`config.mk`:
```
export PLATFORM = sky130hd
export DESIGN_NAME = white_noise_player
export DESIGN_NICKNAME = d
export VERILOG_FILES = /design/src/rtl/core/wnp_pkg.sv /design/src/rtl/core/white_noise_player.sv /design/src/rtl/core/wnp_ram.sv /design/src/rtl/core/wnp_div.sv
export SDC_FILE = /design/constraint.sdc
export NUM_CORES = 2
export LEC_CHECK = 0
export BUFFER_PORTS_ARGS = -buffer_cell sky130_fd_sc_hd__buf_2
export CORE_UTILIZATION = 30
export DETAILED_ROUTE_END_ITERATION = 10
export PLACE_DENSITY = 0.52
export SYNTH_ARGS = -nofsm -noshare
export SYNTH_HDL_FRONTEND = slang
export SYNTH_SLANG_ARGS = --single-unit
```
`constraint.sdc`:
```
create_clock -name i_clk -period 9.2 [get_ports i_clk]
set_clock_uncertainty 0.15 [all_clocks]
set_input_delay 0.46 -clock i_clk [delete_from_list [all_inputs] [get_ports i_clk]]
set_output_delay 0.46 -clock i_clk [all_outputs]
set_load 0.005 [all_outputs]
```
`src/rtl/core/wnp_pkg.sv`:
```
// shared types and constants for the white noise player
package wnp_pkg;

    // action codes of an input item
    localparam logic [1:0] ACT_TICK  = 2'd0;
    localparam logic [1:0] ACT_START = 2'd1;
    localparam logic [1:0] ACT_STOP  = 2'd2;

    // configuration register indexes
    localparam logic [1:0] CFG_VOLUME    = 2'd0;
    localparam logic [1:0] CFG_FULLSCALE = 2'd1;
    localparam logic [1:0] CFG_SPMS      = 2'd2;

    // configuration reset values
    localparam logic [6:0] VOLUME_RST    = 7'd25;
    localparam logic [7:0] FULLSCALE_RST = 8'd255;
    localparam logic [6:0] SPMS_RST      = 7'd8;

    // xorshift32 seed
    localparam logic [31:0] NOISE_SEED = 32'h1234_5678;

    // scaling divisor: 255 full scale times 100 percent
    localparam int          SCALE_DIV = 25500;

    // scaling by reciprocal: drop two low bits (25500 = 4 x 6375), then
    // multiply by ceil(2^34 / 6375) and keep the bits above 34
    localparam int          SCALE_PRE = 2;
    localparam int          SCALE_SH  = 34;
    localparam logic [21:0] SCALE_RCP = 22'd2694882;

    // shared multiplier widths
    localparam int DIV_W   = 23;                // 8 x 8 x 7 bit product
    localparam int MUL_A_W = 21;                // product without two low bits, or window sum
    localparam int MUL_B_W = 22;                // reciprocal
    localparam int MUL_P_W = MUL_A_W + MUL_B_W;
    localparam int TICK_W  = 23;                // 16 bit duration times 7 bit rate

    // largest drive level
    localparam logic [7:0] LEVEL_MAX = 8'd255;

    // input item
    typedef struct packed {
        logic [1:0]  action;
        logic [15:0] duration_ms;
    } t_in;

    // result item
    typedef struct packed {
        logic [7:0] level;
        logic       playing;
        logic       finished;
    } t_out;

    // divider request: scaling divide, or window average when by_taps is set
    typedef struct packed {
        logic             start;
        logic             by_taps;
        logic [DIV_W-1:0] dividend;
    } t_div_req;

    // divider response
    typedef struct packed {
        logic             done;
        logic [DIV_W-1:0] quotient;
    } t_div_rsp;

endpackage

```
`src/rtl/core/white_noise_player.sv`:
```
// white noise player: xorshift32 source, volume scaling, moving-average window
// a tick while playing is scaled, then averaged over the window (two passes through
//   the shared reciprocal multiplier); any other item goes straight to its result
// throughput: one item at a time, next item accepted the cycle after the result
//   is taken
// reset: synchronous active low; clears play state and window, reloads seed and config
module white_noise_player #(
    parameter int FILTER_TAPS = 12
) (
    input  logic           i_clk,
    input  logic           i_rst_n,
    input  logic           i_in_valid,
    output logic           o_in_ready,
    input  wnp_pkg::t_in   i_in_data,
    output logic           o_out_valid,
    input  logic           i_out_ready,
    output wnp_pkg::t_out  o_out_data,
    input  logic           i_cfg_valid,
    output logic           o_cfg_ready,
    input  logic [1:0]     i_cfg_index,
    input  logic [7:0]     i_cfg_data
);
    import wnp_pkg::*;

    localparam int POS_W = (FILTER_TAPS > 1) ? $clog2(FILTER_TAPS) : 1;
    localparam int SUM_W = 8 + $clog2(FILTER_TAPS);

    typedef enum logic [4:0] {
        ST_IDLE  = 5'b00001,
        ST_SCALE = 5'b00010,
        ST_DIVT  = 5'b00100,
        ST_DIVA  = 5'b01000,
        ST_OUT   = 5'b10000
    } t_state;

    t_state r_state, n_state;

    logic [6:0]        r_volume;
    logic [7:0]        r_fullscale;
    logic [6:0]        r_spms;
    logic [31:0]       r_noise, n_noise;
    logic [SUM_W-1:0]  r_sum, n_sum;
    logic [POS_W-1:0]  r_pos;
    logic              r_active;
    logic [TICK_W-1:0] r_ticks, n_ticks;
    logic [7:0]        r_avg;
    logic [FILTER_TAPS-1:0] r_vld;
    logic [15:0]       r_prod;
    t_out              r_out;

    logic              in_acc;
    logic              is_tick;
    logic [TICK_W-1:0] dur_ticks;
    logic [7:0]        target;
    logic [7:0]        old_smp;
    logic [7:0]        ram_rdata;
    logic              ram_we;
    t_div_req          div_req;
    t_div_rsp          div_rsp;

    assign in_acc      = i_in_valid && o_in_ready;
    assign o_in_ready  = (r_state == ST_IDLE);
    assign o_out_valid = (r_state == ST_OUT);
    assign o_out_data  = r_out;
    assign o_cfg_ready = 1'b1;

    // next noise word
    always_comb begin
        n_noise = r_noise ^ (r_noise << 13);
        n_noise = n_noise ^ (n_noise >> 17);
        n_noise = n_noise ^ (n_noise << 5);
    end

    assign is_tick   = (i_in_data.action == ACT_TICK) && r_active;
    assign dur_ticks = TICK_W'(i_in_data.duration_ms) * TICK_W'(r_spms);

    // saturate the scaled sample and fetch the sample leaving the window
    assign target  = (div_rsp.quotient > DIV_W'(LEVEL_MAX)) ? LEVEL_MAX
                                                            : div_rsp.quotient[7:0];
    assign old_smp = r_vld[r_pos] ? ram_rdata : 8'd0;
    assign n_sum   = r_sum - SUM_W'(old_smp) + SUM_W'(target);
    assign n_ticks = (r_ticks != '0) ? (r_ticks - 1'b1) : r_ticks;
    assign ram_we  = (r_state == ST_DIVT) && div_rsp.done;

    // divider requests: scaling, then window average
    always_comb begin
        div_req.start    = 1'b0;
        div_req.by_taps  = 1'b0;
        div_req.dividend = DIV_W'(r_prod) * DIV_W'(r_volume);
        if (r_state == ST_SCALE) begin
            div_req.start = 1'b1;
        end else if (ram_we) begin
            div_req.start    = 1'b1;
            div_req.by_taps  = 1'b1;
            div_req.dividend = DIV_W'(n_sum);
        end
    end

    // sequencer
    always_comb begin
        n_state = r_state;
        case (r_state)
            ST_IDLE: begin
                if (in_acc) begin
                    n_state = is_tick ? ST_SCALE : ST_OUT;
                end
            end
            ST_SCALE: n_state = ST_DIVT;
            ST_DIVT: begin
                if (div_rsp.done) begin
                    n_state = ST_DIVA;
                end
            end
            ST_DIVA: begin
                if (div_rsp.done) begin
                    n_state = ST_OUT;
                end
            end
            ST_OUT: begin
                if (i_out_ready) begin
                    n_state = ST_IDLE;
                end
            end
            default: n_state = ST_IDLE;
        endcase
    end

    // configuration registers
    always_ff @(posedge i_clk) begin
        if (!i_rst_n) begin
            r_volume    <= VOLUME_RST;
            r_fullscale <= FULLSCALE_RST;
            r_spms      <= SPMS_RST;
        end else if (i_cfg_valid) begin
            case (i_cfg_index)
                CFG_VOLUME:    r_volume    <= i_cfg_data[6:0];
                CFG_FULLSCALE: r_fullscale <= i_cfg_data;
                CFG_SPMS:      r_spms      <= i_cfg_data[6:0];
                default: ;
            endcase
        end
    end

    // play state, generator and window control
    always_ff @(posedge i_clk) begin
        if (!i_rst_n) begin
            r_state  <= ST_IDLE;
            r_noise  <= NOISE_SEED;
            r_sum    <= '0;
            r_pos    <= '0;
            r_active <= 1'b0;
            r_ticks  <= '0;
            r_avg    <= '0;
            r_vld    <= '0;
        end else begin
            r_state <= n_state;
            if (in_acc) begin
                case (i_in_data.action)
                    ACT_TICK: begin
                        if (r_active) begin
                            r_noise <= n_noise;
                        end
                    end
                    ACT_START: begin
                        r_active <= 1'b1;
                        if (!r_active || (dur_ticks > r_ticks)) begin
                            r_ticks <= dur_ticks;
                        end
                    end
                    ACT_STOP: begin
                        r_active <= 1'b0;
                        r_ticks  <= '0;
                    end
                    default: ;
                endcase
            end
            // new sample enters the window
            if (ram_we) begin
                r_sum        <= n_sum;
                r_vld[r_pos] <= 1'b1;
                r_pos        <= (r_pos == POS_W'(FILTER_TAPS - 1)) ? '0 : r_pos + 1'b1;
            end
            // average ready: count down play time
            if ((r_state == ST_DIVA) && div_rsp.done) begin
                r_avg   <= div_rsp.quotient[7:0];
                r_ticks <= n_ticks;
                if (n_ticks == '0) begin
                    r_active <= 1'b0;
                end
            end
        end
    end

    // scaling product and result item
    always_ff @(posedge i_clk) begin
        if (in_acc) begin
            r_prod <= 16'(n_noise[7:0]) * 16'(r_fullscale);
            r_out.finished <= 1'b0;
            case (i_in_data.action)
                ACT_TICK: begin
                    r_out.level   <= 8'd0;
                    r_out.playing <= 1'b0;
                end
                ACT_START: begin
                    r_out.level   <= r_avg;
                    r_out.playing <= 1'b1;
                end
                ACT_STOP: begin
                    r_out.level   <= 8'd0;
                    r_out.playing <= 1'b0;
                end
                default: begin
                    r_out.level   <= r_active ? r_avg : 8'd0;
                    r_out.playing <= r_active;
                end
            endcase
        end else if ((r_state == ST_DIVA) && div_rsp.done) begin
            r_out.level    <= (n_ticks == '0) ? 8'd0 : div_rsp.quotient[7:0];
            r_out.playing  <= (n_ticks != '0);
            r_out.finished <= (n_ticks == '0);
        end
    end

    // window sample store
    wnp_ram #(
        .WIDTH (8),
        .DEPTH (FILTER_TAPS)
    ) u_ram (
        .i_clk   (i_clk),
        .i_we    (ram_we),
        .i_waddr (r_pos),
        .i_wdata (target),
        .i_raddr (r_pos),
        .o_rdata (ram_rdata)
    );

    // shared divider
    wnp_div #(
        .FILTER_TAPS (FILTER_TAPS)
    ) u_div (
        .i_clk   (i_clk),
        .i_rst_n (i_rst_n),
        .i_req   (div_req),
        .o_rsp   (div_rsp)
    );

endmodule

```
`src/rtl/core/wnp_ram.sv`:
```
// generic single-port-write ram with registered read
module wnp_ram #(
    parameter int WIDTH = 8,
    parameter int DEPTH = 12
) (
    input  logic                                 i_clk,
    input  logic                                 i_we,
    input  logic [((DEPTH > 1) ? $clog2(DEPTH) : 1)-1:0] i_waddr,
    input  logic [WIDTH-1:0]                     i_wdata,
    input  logic [((DEPTH > 1) ? $clog2(DEPTH) : 1)-1:0] i_raddr,
    output logic [WIDTH-1:0]                     o_rdata
);

    logic [WIDTH-1:0] r_mem [DEPTH];
    logic [WIDTH-1:0] r_rdata;

    // write port and registered read port
    always_ff @(posedge i_clk) begin
        if (i_we) begin
            r_mem[i_waddr] <= i_wdata;
        end
        r_rdata <= r_mem[i_raddr];
    end

    assign o_rdata = r_rdata;

endmodule

```
`src/rtl/core/wnp_div.sv`:
```
// constant divider by reciprocal multiplication: operands are captured, then the product is registered as the quotient
module wnp_div #(
    parameter int FILTER_TAPS = 12
) (
    input  logic              i_clk,
    input  logic              i_rst_n,
    input  wnp_pkg::t_div_req i_req,
    output wnp_pkg::t_div_rsp o_rsp
);
    import wnp_pkg::*;

    // window average reciprocal, exact for every sum below 2^SUM_W
    localparam int SUM_W   = 8 + $clog2(FILTER_TAPS);
    localparam int TAP_SH  = SUM_W + $clog2(FILTER_TAPS);
    localparam int TAP_RCP = ((1 << TAP_SH) + FILTER_TAPS - 1) / FILTER_TAPS;

    logic               r_busy;
    logic               r_done;
    logic               r_by_taps;
    logic [MUL_A_W-1:0] r_a;
    logic [MUL_B_W-1:0] r_b;
    logic [MUL_P_W-1:0] r_prod;

    // control
    always_ff @(posedge i_clk) begin
        if (!i_rst_n) begin
            r_busy <= 1'b0;
            r_done <= 1'b0;
        end else begin
            r_done <= 1'b0;
            if (i_req.start) begin
                r_busy <= 1'b1;
            end else if (r_busy) begin
                r_busy <= 1'b0;
                r_done <= 1'b1;
            end
        end
    end

    // operand capture, then one pass through the shared multiplier
    always_ff @(posedge i_clk) begin
        if (i_req.start) begin
            r_by_taps <= i_req.by_taps;
            if (i_req.by_taps) begin
                r_a <= MUL_A_W'(i_req.dividend);
                r_b <= MUL_B_W'(TAP_RCP);
            end else begin
                r_a <= MUL_A_W'(i_req.dividend >> SCALE_PRE);
                r_b <= SCALE_RCP;
            end
        end else if (r_busy) begin
            r_prod <= MUL_P_W'(r_a) * MUL_P_W'(r_b);
        end
    end

    assign o_rsp.done     = r_done;
    assign o_rsp.quotient = r_by_taps ? DIV_W'(r_prod >> TAP_SH) : DIV_W'(r_prod >> SCALE_SH);

endmodule
```
==> impl_results.md <==
- Sequential area share after synthesis: 24.57%
- Synth warn: 0
- Post-synthesis net count: 3907
- Part of the power in registers: 28.2%
- Fin. Hold Viols: 0
- Antenna Diode Count: 0
- Fmax: 0.1292 GHz
- TNS Setup: 0 ns
- Site Rows: 118
- Post-layout nets: 3922
- Via count: 21080
- Total track usage: 14.02%
- Vias per cell: 4.642
- Antenna Nets Post-Route: 0
- DR iter-0 viols: 1085
- DIE HEIGHT: 326.0 µm
- Worst path required time: 9.45 ns
- Synth Area per Inst: 10.10 µm²
- Antenna violations before repair: 4
- Max stage delay on crit path: 0.71 ns
- I/O Pins: 46
- PortBufs: 44
- Root buffer cell: clkbuf_16
- Share of layout cells above drive strength 1: 6.137%
- VDD IR-drop max: 222.0 µV
- First-pass GRT wire length: 120.8 mm
- Crit path launch type: flip-flop
- Status: finished clean
- Critical path start-end classification: reg -> reg
- Rel. slew slack: 36.60%
- CP delay by family, top: compound AO/OA/AOI/OAI gates
- Net Sw Frac: 38.12%
- RSZ-0062 raised after global routing: false
- Initial Util: 30.35%
- Post-CTS repair timing setup buffer count: 0
- Core area: 0.1038 mm²
- Final Core Density: 33.13%
- Synth Flop Type: edfxtp_1
- Final setup fails: 0
- Syn Inst Count: 3119
- Power Density: 176.0 mW/mm²
- Clk_lat worst skew: 0.54 ns
- WL final: 72.46 mm
- Async S/R FF share, synth: 0%
- Max FO, Critical Path: 17
- Design Power: 6051 µW
- Hold WS: 0.02710 ns
- Fin crit period: 7.738 ns
- H-tree depth: 2
- CTS tree: done
- Hold_buf cts: 0
- Unique masters post-synth: 91
- CTS sink count: 301
- Layout overhead on the synthesized area: 9.180%
- Synth Cell Area: 0.03150 mm²
- Clk slew on worst S/H paths: 0.06 ns
- Largest net degree at the start of global routing: 54
- Slowest CP cell: dfxtp_1
- RePlAce Congestion: 0.8591
- Commonest non-fill, non-tap cell in the layout: inv_1
- Period utilization: 84.11%
- Internal cell power: 3745 µW
- Worst EP arrival: 7.99 ns
- Clk pwr share: 24.2%
- DR DRC count: 0
- Worst Tran Pin Value: 0.9475 ns
- DP HPWL: 58.22 mm
- Vias in the first global route: 21950
- MaxCap Viol Count: 0
- Post-CTS resize count: 0
- Num CTS Buffers: 36
- DRT Pass-1 Iters: 5
- Number of synthesized flops with an enable pin: 171
- Worst hold path class: in -> reg
- CP endpoint kind: flip-flop
- Final global-route overflow total: 0
- Clk buf depth: 3
- Fillers: 10610
- Post-DR wirelength/cell: 15.96 µm
- P_leak: 0.01531 µW
- Switching power: 2306 µW
- Combinational power share: 47.6%
- Die Area: 0.1063 mm²
- Chip Width: 326.0 µm
- Seq cells post-synth: 301
- WP buf/inv: 3
- Most frequent cells in the layout: 532 x inv_1, 380 x fa_1, 375 x ha_1, 294 x nand2_1, 188 x and2_1
- Final Slew Violations: 0
==> flip-flops by register name (all words and copies together) (netlist names), 12 cells and up <==
signal	flops
r_noise	32
r_ticks	23
r_sum	12
u_div.r_a	21
r_prod	16
r_vld	12
u_div.r_prod	27
u_ram.r_mem	96
==> per-layer routing <==
layer | track usage (%) | up-vias | share of wire [%] | wire length, µm
li1 | - | 10300 | - | -
met1 | 19.76 | 10370 | 48 | 34820
met2 | 23.07 | 329 | 46 | 33680
met3 | 1.997 | 71 | 4.0 | 2923
met4 | 2.205 | 6 | 1.4 | 988
met5 | 0 | - | 0.054 | 39
==> cell usage after synthesis, drive strengths merged (30+ instances only) <==
library cell	n	share of area [%]
inv	532	6.3
fa	380	24
ha	375	15
nand2	296	3.6
and2	188	3.7
edfxtp	171	16
dfxtp	130	8.3
nor2	128	1.5
a21oi	122	2.0
o21ai	109	1.8
xnor2	108	3.0
clkbuf	62	0.83
xor2	48	1.3
nand3	41	0.65
a21o	34	0.81
mux2i	33	1.0
or3	32	0.65
nor3	30	0.54
==> tightest hold or removal path, delay by kind of cell <==
family / cells / cell delay [ns]
buffers and inverters: 1 / 0.10
AND/OR/NAND/NOR: 2 / 0.12
==> power groups by stage <==
stage | sequential [µW] | combinational, µW | clock, µW
6_report | 1710 | 2880 | 1470
5_1_grt | 1720 | 3350 | 1550
4_1_cts | 1710 | 2910 | 1510
3_5_place_dp | 1740 | 2890 | 0
3_3_place_gp | 1740 | 2880 | 0
2_1_floorplan | 1690 | 2300 | 0
==> worst paths after layout <==
check / startpoint / to / slack [ns] / depth (start not counted)
setup / recovery: r_spms[4] / r_ticks[13] / 1.46 / 26
hold / removal: i_cfg_data[7] / r_fullscale[7] / 0.03 / 3
setup reg to reg: r_spms[4] / r_ticks[13] / 1.46 / 26
hold reg to reg: r_sum[3] / r_sum[3] / 0.31 / 2
==> kinds of logic (layout without fill, tap and decap cells) <==
family / Yosys count / count (layout) / synth area share (%)
and+or+nand+nor: 826 / 826 / 13.22
xor gates and xnor gates: 156 / 156 / 4.338
DFF: 301 / 301 / 24.57
AOI/OAI and AO/OA: 401 / 401 / 8.179
other: 1 / 1 / 0.01191
muxes: 61 / 61 / 3.015
buffers and inverters: 618 / 660 / 7.623
adders and majority gates: 755 / 755 / 39.05
==> metrics by stage <==
stage	area, µm²	instances	setup slack [ns]
after floorplan	31500	3119	2.274
after global placement	33180	4476	1.470
after detailed placement	33180	4476	1.416
after CTS	34390	4541	1.390
after global routing	34390	4541	0.9249
final	34390	4541	1.462
==> layout make-up <==
type	count	area [µm²]	share of cell area, %
Inverter	533	2002	5.821
Tap cell	1380	1727	5.021
Timing Repair Buffer	62	355.3	1.033
Multi-Input combinational cell	2200	21360	62.12
Clock buffer	46	979.7	2.849
Sequential cell	301	7739	22.50
Clock inverter	19	225.2	0.6549
No activity file was read; power rests on OpenSTA's default activity.
